[src/hdl/backlight_pulse_dimming_control_macros.svh]
// Assertion macros shared by the backlight pulse dimming control design.
`ifndef BACKLIGHT_PULSE_DIMMING_CONTROL_MACROS_SVH
`define BACKLIGHT_PULSE_DIMMING_CONTROL_MACROS_SVH

`ifndef SYNTHESIS
`define BPDC_ASSERT(lbl, prop, msg) \
    lbl: assert property (@(posedge clk) disable iff (!rst_n) (prop)) else $error(msg);
`define BPDC_NEVER(lbl, cond, msg) \
    lbl: assert property (@(posedge clk) disable iff (!rst_n) !(cond)) else $error(msg);
`else
`define BPDC_ASSERT(lbl, prop, msg)
`define BPDC_NEVER(lbl, cond, msg)
`endif

`endif

[src/hdl/bpdc_pkg.sv]
// Shared types, constants and the level-to-step table of the dimming control.
`timescale 1ns / 1ps
`default_nettype none

package bpdc_pkg;

    localparam int LEVEL_W     = 8;
    localparam int STEP_W      = 5;
    localparam int CFG_ADDR_W  = 8;
    localparam int CFG_DATA_W  = 8;
    localparam int QUEUE_DEPTH_DEF = 2;
    localparam int TABLE_ROWS  = 17;

    // Register indexes of the configuration port.
    localparam logic [CFG_ADDR_W-1:0] REG_MIN_LEVEL = 8'd0;
    localparam logic [CFG_ADDR_W-1:0] REG_DIM_STEP  = 8'd1;

    localparam logic [LEVEL_W-1:0] MIN_LEVEL_RST = 8'd10;
    localparam logic [STEP_W-1:0]  DIM_STEP_RST  = 5'd31;

    // Upper bound of each level band and the tune step for that band.
    localparam logic [LEVEL_W-1:0] LEVEL_BOUND [TABLE_ROWS] = '{
        8'd255, 8'd239, 8'd223, 8'd207, 8'd191, 8'd175, 8'd159, 8'd143, 8'd127,
        8'd114, 8'd102, 8'd90, 8'd78, 8'd66, 8'd54, 8'd42, 8'd30
    };
    localparam logic [STEP_W-1:0] LEVEL_TUNE [TABLE_ROWS] = '{
        5'd9, 5'd9, 5'd9, 5'd10, 5'd11, 5'd12, 5'd13, 5'd14, 5'd15,
        5'd17, 5'd19, 5'd21, 5'd23, 5'd25, 5'd27, 5'd29, 5'd31
    };

    // Classified request handed from the front end to the back end.
    typedef struct packed {
        logic [LEVEL_W-1:0] level;
        logic [STEP_W-1:0]  tune;
        logic               power_on;
        logic               line_sense;
    } class_t;

    typedef struct packed {
        logic              applied;
        logic              drop_low_first;
        logic              raise_line;
        logic [STEP_W-1:0] pulse_count;
        logic [STEP_W-1:0] new_step;
        logic              line_high;
    } result_t;

    // Bands are ordered by falling bound, so the last matching row is the tightest one.
    function automatic logic [STEP_W-1:0] table_step(input logic [LEVEL_W-1:0] lv);
        logic [STEP_W-1:0] tune;
        tune = LEVEL_TUNE[0];
        for (int i = 0; i < TABLE_ROWS; i++)
        begin
            if (lv <= LEVEL_BOUND[i])
            begin
                tune = LEVEL_TUNE[i];
            end
        end
        return tune;
    endfunction

endpackage

`default_nettype wire

[src/hdl/bpdc_if.sv]
// Channel interfaces: brightness requests, results and configuration writes.
`timescale 1ns / 1ps
`default_nettype none

interface bpdc_req_if
    import bpdc_pkg::*;
();
    logic               valid;
    logic               ready;
    logic [LEVEL_W-1:0] level;
    logic               power_on;
    logic               line_sense;

    modport source (output valid, level, power_on, line_sense, input ready);
    modport sink (input valid, level, power_on, line_sense, output ready);
endinterface

interface bpdc_rsp_if
    import bpdc_pkg::*;
();
    logic              valid;
    logic              ready;
    logic              applied;
    logic              drop_low_first;
    logic              raise_line;
    logic [STEP_W-1:0] pulse_count;
    logic [STEP_W-1:0] new_step;
    logic              line_high;

    modport source (output valid, applied, drop_low_first, raise_line, pulse_count,
                    new_step, line_high, input ready);
    modport sink (input valid, applied, drop_low_first, raise_line, pulse_count,
                  new_step, line_high, output ready);
endinterface

interface bpdc_cfg_if
    import bpdc_pkg::*;
();
    logic                  valid;
    logic                  ready;
    logic [CFG_ADDR_W-1:0] addr;
    logic [CFG_DATA_W-1:0] data;

    modport source (output valid, addr, data, input ready);
    modport sink (input valid, addr, data, output ready);
endinterface

`default_nettype wire

[src/hdl/bpdc_front.sv]
// Front end: configuration registers and classification of each request item.
`timescale 1ns / 1ps
`default_nettype none

module bpdc_front
    import bpdc_pkg::*;
(
    input  wire logic        clk,
    input  wire logic        rst_n,
    bpdc_req_if.sink         req,
    bpdc_cfg_if.sink         cfg,
    input  wire logic        q_ready,
    output logic             q_push,
    output class_t           q_item
);

    logic [LEVEL_W-1:0] min_level_reg;
    logic [STEP_W-1:0]  dim_step_reg;
    logic [STEP_W-1:0]  tune;

    assign cfg.ready = 1'b1;

    always_ff @(posedge clk or negedge rst_n)
    begin
        if (!rst_n)
        begin
            min_level_reg <= MIN_LEVEL_RST;
            dim_step_reg  <= DIM_STEP_RST;
        end
        else if (cfg.valid)
        begin
            unique case (cfg.addr)
                REG_MIN_LEVEL: min_level_reg <= cfg.data;
                REG_DIM_STEP:  dim_step_reg  <= cfg.data[STEP_W-1:0];
                default:       ;
            endcase
        end
    end

    always_comb
    begin
        if (req.level == '0)
        begin
            tune = '0;
        end
        else if (req.level < min_level_reg)
        begin
            tune = dim_step_reg;
        end
        else
        begin
            tune = table_step(req.level);
        end
    end

    assign req.ready = q_ready;
    assign q_push    = req.valid && q_ready;

    assign q_item.level      = req.level;
    assign q_item.tune       = tune;
    assign q_item.power_on   = req.power_on;
    assign q_item.line_sense = req.line_sense;

endmodule

`default_nettype wire

[src/hdl/bpdc_queue.sv]
// Short queue of classified items between the front end and the back end.
`timescale 1ns / 1ps
`default_nettype none

module bpdc_queue
    import bpdc_pkg::*;
#(
    parameter int DEPTH = QUEUE_DEPTH_DEF
)
(
    input  wire logic   clk,
    input  wire logic   rst_n,
    input  wire logic   push,
    input  class_t      push_item,
    output logic        ready,
    input  wire logic   pop,
    output logic        head_valid,
    output class_t      head
);

    localparam int PTR_W = (DEPTH > 1) ? $clog2(DEPTH) : 1;
    localparam int CNT_W = $clog2(DEPTH + 1);

    class_t             slot_reg [DEPTH];
    logic [PTR_W-1:0]   wr_ptr_reg;
    logic [PTR_W-1:0]   wr_ptr_next;
    logic [PTR_W-1:0]   rd_ptr_reg;
    logic [PTR_W-1:0]   rd_ptr_next;
    logic [CNT_W-1:0]   count_reg;
    logic [CNT_W-1:0]   count_next;

    assign ready      = (count_reg != CNT_W'(DEPTH));
    assign head_valid = (count_reg != '0);
    assign head       = slot_reg[rd_ptr_reg];

    always_comb
    begin
        wr_ptr_next = wr_ptr_reg;
        rd_ptr_next = rd_ptr_reg;
        count_next  = count_reg;
        if (push)
        begin
            wr_ptr_next = (wr_ptr_reg == PTR_W'(DEPTH - 1)) ? '0 : wr_ptr_reg + 1'b1;
        end
        if (pop)
        begin
            rd_ptr_next = (rd_ptr_reg == PTR_W'(DEPTH - 1)) ? '0 : rd_ptr_reg + 1'b1;
        end
        if (push && !pop)
        begin
            count_next = count_reg + 1'b1;
        end
        else if (pop && !push)
        begin
            count_next = count_reg - 1'b1;
        end
    end

    always_ff @(posedge clk or negedge rst_n)
    begin
        if (!rst_n)
        begin
            wr_ptr_reg <= '0;
            rd_ptr_reg <= '0;
            count_reg  <= '0;
        end
        else
        begin
            wr_ptr_reg <= wr_ptr_next;
            rd_ptr_reg <= rd_ptr_next;
            count_reg  <= count_next;
        end
    end

    always_ff @(posedge clk)
    begin
        if (push)
        begin
            slot_reg[wr_ptr_reg] <= push_item;
        end
    end

endmodule

`default_nettype wire

[src/hdl/bpdc_back.sv]
// Back end: step state, line action decisions and the result register.
`timescale 1ns / 1ps
`default_nettype none

`include "backlight_pulse_dimming_control_macros.svh"

module bpdc_back
    import bpdc_pkg::*;
(
    input  wire logic   clk,
    input  wire logic   rst_n,
    input  wire logic   head_valid,
    input  class_t      head,
    output logic        pop,
    bpdc_rsp_if.source  rsp
);

    logic [LEVEL_W-1:0] last_level_reg;
    logic [LEVEL_W-1:0] last_level_next;
    // The step is unknown until the first applied request after reset.
    logic               known_reg;
    logic               known_next;
    logic [STEP_W-1:0]  step_reg;
    logic [STEP_W-1:0]  step_next;
    logic               out_valid_reg;
    result_t            rsp_q_reg;
    result_t            rsp_next;

    assign pop = head_valid && (!out_valid_reg || rsp.ready);

    always_comb
    begin
        last_level_next         = last_level_reg;
        known_next              = known_reg;
        step_next               = step_reg;
        rsp_next.applied        = 1'b0;
        rsp_next.drop_low_first = 1'b0;
        rsp_next.raise_line     = 1'b0;
        rsp_next.pulse_count    = '0;
        rsp_next.line_high      = head.line_sense;

        if (head.power_on && (head.level != last_level_reg))
        begin
            last_level_next = head.level;
            if (!known_reg || (head.tune != step_reg))
            begin
                rsp_next.applied = 1'b1;
                known_next       = 1'b1;
                step_next        = head.tune;
                if (head.tune == '0)
                begin
                    rsp_next.drop_low_first = 1'b1;
                    rsp_next.line_high      = 1'b0;
                end
                else
                begin
                    if (!known_reg && head.line_sense)
                    begin
                        // Unknown driver state: reset it by dropping low, then raise.
                        rsp_next.drop_low_first = 1'b1;
                        rsp_next.raise_line     = 1'b1;
                        rsp_next.pulse_count    = head.tune;
                    end
                    else if (!known_reg)
                    begin
                        rsp_next.pulse_count = head.tune + 1'b1;
                    end
                    else if (step_reg == '0)
                    begin
                        rsp_next.raise_line  = 1'b1;
                        rsp_next.pulse_count = head.tune;
                    end
                    else
                    begin
                        // Modular step distance; the step count is a power of two.
                        rsp_next.pulse_count = head.tune - step_reg;
                    end
                    rsp_next.line_high = rsp_next.raise_line
                                         || (rsp_next.pulse_count != '0)
                                         || head.line_sense;
                end
            end
        end
        rsp_next.new_step = known_next ? step_next : '0;
    end

    always_ff @(posedge clk or negedge rst_n)
    begin
        if (!rst_n)
        begin
            last_level_reg <= '0;
            known_reg      <= 1'b0;
            step_reg       <= '0;
            out_valid_reg  <= 1'b0;
        end
        else
        begin
            if (pop)
            begin
                last_level_reg <= last_level_next;
                known_reg      <= known_next;
                step_reg       <= step_next;
                out_valid_reg  <= 1'b1;
            end
            else if (rsp.ready)
            begin
                out_valid_reg <= 1'b0;
            end
        end
    end

    always_ff @(posedge clk)
    begin
        if (pop)
        begin
            rsp_q_reg <= rsp_next;
        end
    end

    assign rsp.valid          = out_valid_reg;
    assign rsp.applied        = rsp_q_reg.applied;
    assign rsp.drop_low_first = rsp_q_reg.drop_low_first;
    assign rsp.raise_line     = rsp_q_reg.raise_line;
    assign rsp.pulse_count    = rsp_q_reg.pulse_count;
    assign rsp.new_step       = rsp_q_reg.new_step;
    assign rsp.line_high      = rsp_q_reg.line_high;

    `BPDC_ASSERT(a_raise_pulses, (out_valid_reg && rsp_q_reg.raise_line) |-> (rsp_q_reg.pulse_count == rsp_q_reg.new_step), "raise must be followed by new_step pulses")
    `BPDC_ASSERT(a_idle_actions, (out_valid_reg && !rsp_q_reg.applied) |-> (!rsp_q_reg.drop_low_first && !rsp_q_reg.raise_line && (rsp_q_reg.pulse_count == '0)), "line action on an unapplied item")
    `BPDC_ASSERT(a_known_sticks, known_reg |=> known_reg, "step became unknown after being set")
    `BPDC_NEVER(a_drop_only_off, out_valid_reg && rsp_q_reg.drop_low_first && !rsp_q_reg.raise_line && ((rsp_q_reg.new_step != '0) || rsp_q_reg.line_high), "plain drop must leave the line low at step zero")

endmodule

`default_nettype wire

[src/hdl/backlight_pulse_dimming_control.sv]
// Top level: one request item in, one line action result item out.
// Path: an accepted request item is written into the queue, then popped by the back end into the result register.
// Throughput: one item per cycle while rsp.ready holds; the back-end step update is the only serial loop.
// The queue between front and back end lets either side stall without losing items.
// Reset: min_level 10, dim_step 31, last level 0, step unknown, queue and result empty.
`timescale 1ns / 1ps
`default_nettype none

module backlight_pulse_dimming_control
    import bpdc_pkg::*;
#(
    parameter int QUEUE_DEPTH = QUEUE_DEPTH_DEF
)
(
    input  wire logic   clk,
    input  wire logic   rst_n,
    bpdc_req_if.sink    req,
    bpdc_rsp_if.source  rsp,
    bpdc_cfg_if.sink    cfg
);

    logic   q_ready;
    logic   q_push;
    class_t q_item;
    logic   q_pop;
    logic   q_head_valid;
    class_t q_head;

    bpdc_front u_front (
        .clk     (clk),
        .rst_n   (rst_n),
        .req     (req),
        .cfg     (cfg),
        .q_ready (q_ready),
        .q_push  (q_push),
        .q_item  (q_item)
    );

    bpdc_queue #(
        .DEPTH (QUEUE_DEPTH)
    ) u_queue (
        .clk        (clk),
        .rst_n      (rst_n),
        .push       (q_push),
        .push_item  (q_item),
        .ready      (q_ready),
        .pop        (q_pop),
        .head_valid (q_head_valid),
        .head       (q_head)
    );

    bpdc_back u_back (
        .clk        (clk),
        .rst_n      (rst_n),
        .head_valid (q_head_valid),
        .head       (q_head),
        .pop        (q_pop),
        .rsp        (rsp)
    );

endmodule

`default_nettype wire
[src/flat_wrapper.sv]
// flat-port wrapper written by rule: the top's interface ports become plain ports
module backlight_pulse_dimming_control_flat import bpdc_pkg::*;
#(
    parameter int QUEUE_DEPTH = QUEUE_DEPTH_DEF
)
  (clk, rst_n, req_valid, req_level, req_power_on, req_line_sense, req_ready, rsp_valid, rsp_applied, rsp_drop_low_first, rsp_raise_line, rsp_pulse_count, rsp_new_step, rsp_line_high, rsp_ready, cfg_valid, cfg_addr, cfg_data, cfg_ready);
  bpdc_req_if req_i ();
  bpdc_rsp_if rsp_i ();
  bpdc_cfg_if cfg_i ();
  input  wire logic clk;
  input  wire logic rst_n;
  input wire logic [$bits(req_i.valid)-1:0] req_valid;
  input wire logic [$bits(req_i.level)-1:0] req_level;
  input wire logic [$bits(req_i.power_on)-1:0] req_power_on;
  input wire logic [$bits(req_i.line_sense)-1:0] req_line_sense;
  output wire logic [$bits(req_i.ready)-1:0] req_ready;
  output wire logic [$bits(rsp_i.valid)-1:0] rsp_valid;
  output wire logic [$bits(rsp_i.applied)-1:0] rsp_applied;
  output wire logic [$bits(rsp_i.drop_low_first)-1:0] rsp_drop_low_first;
  output wire logic [$bits(rsp_i.raise_line)-1:0] rsp_raise_line;
  output wire logic [$bits(rsp_i.pulse_count)-1:0] rsp_pulse_count;
  output wire logic [$bits(rsp_i.new_step)-1:0] rsp_new_step;
  output wire logic [$bits(rsp_i.line_high)-1:0] rsp_line_high;
  input wire logic [$bits(rsp_i.ready)-1:0] rsp_ready;
  input wire logic [$bits(cfg_i.valid)-1:0] cfg_valid;
  input wire logic [$bits(cfg_i.addr)-1:0] cfg_addr;
  input wire logic [$bits(cfg_i.data)-1:0] cfg_data;
  output wire logic [$bits(cfg_i.ready)-1:0] cfg_ready;
  assign req_i.valid = req_valid;
  assign req_i.level = req_level;
  assign req_i.power_on = req_power_on;
  assign req_i.line_sense = req_line_sense;
  assign req_ready = req_i.ready;
  assign rsp_valid = rsp_i.valid;
  assign rsp_applied = rsp_i.applied;
  assign rsp_drop_low_first = rsp_i.drop_low_first;
  assign rsp_raise_line = rsp_i.raise_line;
  assign rsp_pulse_count = rsp_i.pulse_count;
  assign rsp_new_step = rsp_i.new_step;
  assign rsp_line_high = rsp_i.line_high;
  assign rsp_i.ready = rsp_ready;
  assign cfg_i.valid = cfg_valid;
  assign cfg_i.addr = cfg_addr;
  assign cfg_i.data = cfg_data;
  assign cfg_ready = cfg_i.ready;
  backlight_pulse_dimming_control #(.QUEUE_DEPTH(QUEUE_DEPTH)) u_core (.clk(clk), .rst_n(rst_n), .req(req_i), .rsp(rsp_i), .cfg(cfg_i));
endmodule
[config.mk]
export PLATFORM = sky130hd
export DESIGN_NAME = backlight_pulse_dimming_control_flat
export DESIGN_NICKNAME = d
export VERILOG_FILES = /design/src/hdl/bpdc_pkg.sv /design/src/hdl/bpdc_if.sv /design/src/hdl/bpdc_front.sv /design/src/hdl/bpdc_queue.sv /design/src/hdl/bpdc_back.sv /design/src/hdl/backlight_pulse_dimming_control.sv /design/src/flat_wrapper.sv
export VERILOG_INCLUDE_DIRS = /design/src /design/src/hdl
export SDC_FILE = /design/constraint.sdc
export NUM_CORES = 1
export LEC_CHECK = 0
export BUFFER_PORTS_ARGS = -buffer_cell sky130_fd_sc_hd__buf_4
export CORE_AREA = 2 2 85 87
export CTS_CLUSTER_SIZE = 30
export DETAILED_ROUTE_END_ITERATION = 6
export DIE_AREA = 0 0 87 89
export HOLD_SLACK_MARGIN = 0.06
export PLACE_DENSITY = 0.89
export SLEW_MARGIN = 5
export SYNTH_ARGS = -nofsm -noshare
export SYNTH_HDL_FRONTEND = slang
export SYNTH_SLANG_ARGS = --single-unit
[constraint.sdc]
create_clock -name clk -period 5.2 [get_ports clk]
set_input_delay 1.3 -clock clk [delete_from_list [all_inputs] [get_ports clk]]
set_output_delay 1.3 -clock clk [all_outputs]
set_load 0.05 [all_outputs]
==> results of run 1 <==
## layer usage
layer  up-vias  routed length (um)
li1       1376                   -
met1      1407                3250
met2       100                3960
met3        15                 340
met4         0                 154
met5         -                   0
## how the worst max path moves through the flow
stage | slack [ps] | endpoint
6_report | 1400 | u_core.u_back.step_reg[0]$_DFFE_PN0P_
5_1_grt | 1140 | u_core.u_back.step_reg[3]$_DFFE_PN0P_
4_1_cts | 1460 | u_core.u_back.step_reg[0]$_DFFE_PN0P_
3_5_place_dp | 1500 | u_core.u_back.step_reg[0]$_DFFE_PN0P_
3_3_place_gp | 1670 | u_core.u_back.step_reg[3]$_DFFE_PN0P_
2_1_floorplan | 2200 | u_core.u_queue.count_reg[1]$_DFFE_PN0P_
## final cells by class
class,instances,area (sq um),share of cell area [%]
clock buffers,10,128,2.78
clock inverters,6,136,2.97
inverters,22,82.6,1.80
multi-input cells,244,1660,36.1
flip-flops and latches,76,2130,46.5
well taps,80,100,2.18
repair buffers,47,353,7.69
## power breakdown
| part | internal, mW | total, mW | switching, mW |
|---|---|---|---|
| sequential | 0.882 | 1.02 | 0.135 |
| combinational | 0.468 | 1.23 | 0.759 |
| clock | 0.368 | 0.585 | 0.216 |
## critical path, delay by kind of cell, from the launching register on
| kind | cells | cell delay (ps) |
|---|---|---|
| AOI/OAI and AO/OA | 2 | 910 |
| adders and majority gates | 1 | 360 |
| muxes | 2 | 940 |
| DFF | 1 | 950 |
| and+or+nand+nor | 2 | 530 |
## placed cells by master, fill, tap and decap left out, types with 5 or more instances in the layout
cell,count
buf_4,47
edfxtp_1,44
a21oi_1,34
nor2_1,28
nand2_1,25
dfrtp_1,25
inv_1,22
mux2i_1,19
o21ai_0,18
ha_1,14
xnor2_1,10
clkbuf_8,9
mux2_2,8
a211oi_1,8
nor3_1,8
dfstp_2,7
nand3_1,6
xor2_1,6
nor2b_1,5
## cells by family (layout without fill, tap and decap cells)
group | Yosys count | after routing | share of synthesized area (%)
flops | 76 | 76 | 53.9
buf+inv | 36 | 85 | 4.34
other cells | 1 | 1 | 0.0948
fa+ha+maj | 15 | 15 | 4.94
mux | 30 | 30 | 8.04
compound gates | 83 | 83 | 12.6
xor+xnor | 16 | 16 | 3.54
simple gates | 99 | 99 | 12.6
## through the flow
| stage | std cells | hold slack, ps | total power, mW |
|---|---|---|---|
| after floorplan | 356 | 461 | 1.95 |
| after global placement | 469 | 476 | 2.19 |
| after detailed placement | 469 | 501 | 2.23 |
| after CTS | 485 | 511 | 2.83 |
| after global routing | 485 | 533 | 3.00 |
| final | 485 | 508 | 2.83 |
==> impl_metrics.py, run 1 <==
metrics = {
    "worst_setup_path": {
        "r2r_start": "u_core.u_queue.rd_ptr_reg$_DFFE_PN0P_",
        "max_stage_delay_ps": 950,
        "crit_path_start": "u_core.u_queue.rd_ptr_reg$_DFFE_PN0P_",
        "crit_path_max_fanout": 21,
        "reg2reg_depth": 7,
        "start_kind": "flip-flop",
        "required_ps": 5430,
        "endpoint_kind": "flip-flop",
        "worst-setup-path-type": "flip-flop to flip-flop",
        "r2r-end": "u_core.u_back.step_reg[0]$_DFFE_PN0P_",
        "crit_slowest_cell": "dfrtp_1",
        "worstPathArrival_ps": 4030,
        "worstPathCellList": "mux2i_1, ha_1, and3_1, a41o_1, a21oi_1, nand2_1, mux2_1",
        "r2r_slack_ps": 1400,
    },
    "cells_and_area": {
        "final_layout_size_suffix_gt1_share_pct": 21.0,
        "largest_reg_flops": 30,
        "fin_nets": 446,
        "fin_util_pct": 68.2,
        "final_cell_area_sq_um": 4590,
        "nFillCells": 478,
        "n_antenna_cell": 0,
        "area_delta_synth_final_pct": 16.0,
    },
    "synth": {
        "syn_area_per_cell_sq_um": 11.1,
        "yosys.area.top_type": "edfxtp_1",
        "ys_async_sr_fraction_pct": 42.1,
        "ys.flop_type": "edfxtp_1",
        "synth_seq_cells": 76,
        "synth-edff-count": 44,
        "yosysTopAreaCellShare_pct": 33.4,
        "synth_area_sq_um": 3950,
        "ys_top_cells_by_count": "edfxtp_1, a21oi_1, nor2_1",
        "synthMostInstantiatedCell": "edfxtp_1",
        "synth_fp_nets": 402,
        "yosys_warnings": 0,
        "synth_area_leaders": "edfxtp_1, dfrtp_1, mux2i_1",
        "yosys.cell_types.count": 56,
        "synth-seq-area-share_pct": 53.9,
        "synth_cells": 356,
    },
    "timing": {
        "slew_viol_final": 0,
        "finalSetupViolCount": 0,
        "rsz0062_at_grt": "no",
        "finalSetupTns_ps": 0,
        "min_period_ps": 3800,
        "hold_viol": 0,
        "timing.final.crit_share_pct": 73.1,
        "maxSlewHeadroom_pct": 18.6,
        "worst_pin_slew_ps": 1220,
        "finalWorstSetupSlack_ps": 1400,
        "finalClockSkew_ps": 9.01,
        "timing.fmax_mhz": 263,
    },
    "clock_network": {
        "clk_path_buf_depth": 2,
        "cts_buffers": 9,
        "cts-hold-fix-buffers": 0,
        "cts_setup_buffers": 0,
        "clk_pin_slew_ps": 80,
        "clock_latency_ps": 350,
        "cts_sinks": 76,
        "h-tree-depth": 3,
        "cts_resized": 0,
        "cts_root_buf": "clkbuf_8",
        "cts_tree": "built",
    },
    "global_route": {
        "grt_first_pass_wirelength_um": 12800,
        "gr-usage-met1_pct": 25.6,
        "top_usage_layer": "met2",
        "met2_usage_pct": 38.4,
        "grt_pass1_vias": 2784,
        "track_usage_pct": 21.3,
        "overflow": 0,
        "antenna_found_initial": 0,
        "grt_max_degree": 33,
        "grtUsageMet3_pct": 2.86,
    },
    "place": {
        "port_buffers": 46,
        "place.gp.congestion": 1.03,
        "pre_cts_ws_ps": 1500,
        "hpwl_um": 5440,
        "postPlaceCellArea_sq_um": 4320,
    },
    "run": {
        "drv_cap": 0,
    },
    "drt": {
        "drcViolationCount": 0,
        "dr.first_iter.drc_count": 244,
        "num_vias": 2898,
        "firstDrtPassIters": 4,
        "wl_per_cell_um": 15.9,
        "ant_nets": 0,
        "routed_wl_um": 7710,
        "routed_via_density": 5.98,
    },
    "worst_hold_path": {
        "hp-start": "u_core.u_queue.wr_ptr_reg$_DFFE_PN0P_",
        "hold_path_class": "flip-flop to flip-flop",
        "min_path_cells": 1,
        "min_to": "u_core.u_queue.wr_ptr_reg$_DFFE_PN0P_",
    },
    "floorplan": {
        "die_height_um": 89,
        "io_pins": 48,
        "core_sq_um": 6720,
        "fp.dieArea_sq_um": 7740,
        "fp.dieW_um": 87,
        "rows": 30,
        "initial_core_util_pct": 58.8,
    },
    "power_and_ir_drop": {
        "power.density_nw_per_um2": 617,
        "max-vdd-ir-drop_mv": 0.252,
        "leakage_nw": 1.93,
    },
    "run_status": {
        "status": "finished clean",
    },
}
Note: power is estimated with default switching activity, not from simulation.
==> inputs of run 2 (changes only) <==
--- a/config.mk
+++ b/config.mk
@@ -7,12 +7,12 @@
 export NUM_CORES = 1
 export LEC_CHECK = 0
 export BUFFER_PORTS_ARGS = -buffer_cell sky130_fd_sc_hd__buf_4
-export CORE_AREA = 2 2 85 87
+export CORE_AREA = 2 2 86 88
 export CTS_CLUSTER_SIZE = 30
 export DETAILED_ROUTE_END_ITERATION = 6
-export DIE_AREA = 0 0 87 89
+export DIE_AREA = 0 0 88 90
 export HOLD_SLACK_MARGIN = 0.06
-export PLACE_DENSITY = 0.89
+export PLACE_DENSITY = 0.87
 export SLEW_MARGIN = 5
 export SYNTH_ARGS = -nofsm -noshare
 export SYNTH_HDL_FRONTEND = slang
==> constraint.sdc (replaced) <==
create_clock -name clk -period 3.7 [get_ports clk]
set_input_delay 0.925 -clock clk [delete_from_list [all_inputs] [get_ports clk]]
set_output_delay 0.925 -clock clk [all_outputs]
set_load 0.05 [all_outputs]
==> run 2 against run 1 <==
  * Critical endpoint is now u_core.u_back.rsp.line_high$_DFFE_PP_
  * Non-clock buffer count is 7 higher
  * Clock skew about the same
  * Flip-flop and latch count unchanged
==> impl_metrics.py, run 2 (synthesis results as in run 1) <==
metrics = {
    "floorplan": {
        "initial_core_util_pct": 56.3,
        "core_sq_um": 7020,
        "fp.dieArea_sq_um": 7920,
        "rows": 31,
        "die_height_um": 90,
        "fp.dieW_um": 88,
        "io_pins": 48,
    },
    "drt": {
        "num_vias": 3037,
        "firstDrtPassIters": 5,
        "drcViolationCount": 0,
        "wl_per_cell_um": 16.7,
        "routed_via_density": 5.94,
        "routed_wl_um": 8510,
        "dr.first_iter.drc_count": 253,
        "ant_nets": 0,
    },
    "run": {
        "drv_cap": 0,
    },
    "power_and_ir_drop": {
        "leakage_nw": 1.95,
        "max-vdd-ir-drop_mv": 0.283,
        "power.density_nw_per_um2": 850,
        "finalPower_mw": 3.93,
    },
    "timing": {
        "timing.final.crit_share_pct": 81.9,
        "hold_viol": 0,
        "maxSlewHeadroom_pct": 54.8,
        "slew_viol_final": 0,
        "timing.fmax_mhz": 330,
        "finalClockSkew_ps": 9.02,
        "worst_pin_slew_ps": 678,
        "finalSetupTns_ps": 0,
        "finalWorstSetupSlack_ps": 670,
        "finalSetupViolCount": 0,
        "rsz0062_at_grt": "no",
        "min_period_ps": 3030,
    },
    "cells_and_area": {
        "final_layout_size_suffix_gt1_share_pct": 22.6,
        "fin_nets": 453,
        "layout_common_cells": "buf_4, edfxtp_1, a21oi_1, nor2_1",
        "largest_reg_flops": 30,
        "n_antenna_cell": 0,
        "mostFrequentLayoutCell": "buf_4",
        "area_delta_synth_final_pct": 16.9,
    },
    "worst_setup_path": {
        "required_ps": 3890,
        "endpoint_kind": "flip-flop",
        "crit_path_max_fanout": 13,
        "worstPathArrival_ps": 3220,
        "worst-setup-path-type": "flip-flop to flip-flop",
        "start_kind": "flip-flop",
    },
    "place": {
        "place.gp.congestion": 0.915,
        "port_buffers": 46,
        "hpwl_um": 5830,
        "pre_cts_ws_ps": 667,
    },
    "global_route": {
        "track_usage_pct": 23.1,
        "grt_max_degree": 33,
        "grt_pass1_vias": 2964,
        "grt_first_pass_wirelength_um": 14000,
        "antenna_found_initial": 0,
        "overflow": 0,
    },
    "clock_network": {
        "cts_sinks": 76,
        "cts_root_buf": "clkbuf_8",
        "cts_setup_buffers": 0,
        "h-tree-depth": 3,
        "clock_latency_ps": 360,
        "clk_pin_slew_ps": 80,
        "cts_resized": 0,
        "clk_path_buf_depth": 2,
        "cts_tree": "built",
        "cts-hold-fix-buffers": 0,
        "cts_buffers": 9,
    },
    "worst_hold_path": {
        "hold_path_class": "primary input to async pin",
    },
    "run_status": {
        "status": "finished clean",
    },
}
[run 2: cell count changes in the layout (fill, tap and decap cells not counted), sizes merged]
cell / change
buf: +7
inv: +1
bufinv: -2
clkinv: +1
[run 2: area by class of cell]
class | count | area [sq um]
clock inverter | 6 | 86.3
clock buffer | 10 | 138
fill | 512 | 2400
sequential | 76 | 2130
inverter | 22 | 82.6
timing repair buffer | 54 | 405
multi-input combinational | 244 | 1660
tap | 99 | 124
[run 2: final timing paths]
kind | slack (ps) | cells past startpoint | startpoint | end
min in group clk | 500 | 1 | u_core.u_queue.count_reg[1]$_DFFE_PN0P_ | u_core.u_queue.count_reg[1]$_DFFE_PN0P_
hold / removal | 500 | 1 | rst_n | u_core.u_back.rsp.valid$_DFFE_PN0P_
max in group asynchronous | 2860 | 1 | rst_n | u_core.u_front.dim_step_reg[0]$_DFFE_PN1P_
setup reg to reg | 670 | 8 | u_core.u_queue.rd_ptr_reg$_DFFE_PN0P_ | u_core.u_back.rsp.line_high$_DFFE_PP_
setup / recovery | 670 | 8 | u_core.u_queue.rd_ptr_reg$_DFFE_PN0P_ | u_core.u_back.rsp.line_high$_DFFE_PP_
hold reg to reg | 500 | 1 | u_core.u_queue.count_reg[1]$_DFFE_PN0P_ | u_core.u_queue.count_reg[1]$_DFFE_PN0P_
[run 2: routing by layer]
layer	GRT usage [%]	vias to the layer above	share of wire, %
met1	27.5	1445	39
met3	5.60	40	6.2
met2	38.1	159	51
li1	-	1393	-
met4	12.2	0	3.3
met5	0	-	0
[run 2: per-stage QoR]
stage	hold WS, ps	cell area (sq um)	cells	utilization (%)
after floorplan	461	3950	356	-
after global placement	474	4400	495	62.6
after detailed placement	491	4400	495	62.6
after CTS	502	4620	511	65.8
after global routing	524	4620	511	65.8
final	496	4620	511	65.8
[run 2: worst max-delay path, stage by stage (launching register included)]
cell	delay (ps)
dfrtp_1	560
buf_4	310
mux2_2	440
ha_1	350
a41o_1	200
a21oi_1	360
buf_4	250
nand2_1	180
a32oi_1	200
[run 2: report_power, final]
part	switching [mW]	internal, mW
Combinational	1.13	0.691
Clock	0.311	0.398
Sequential	0.164	1.24
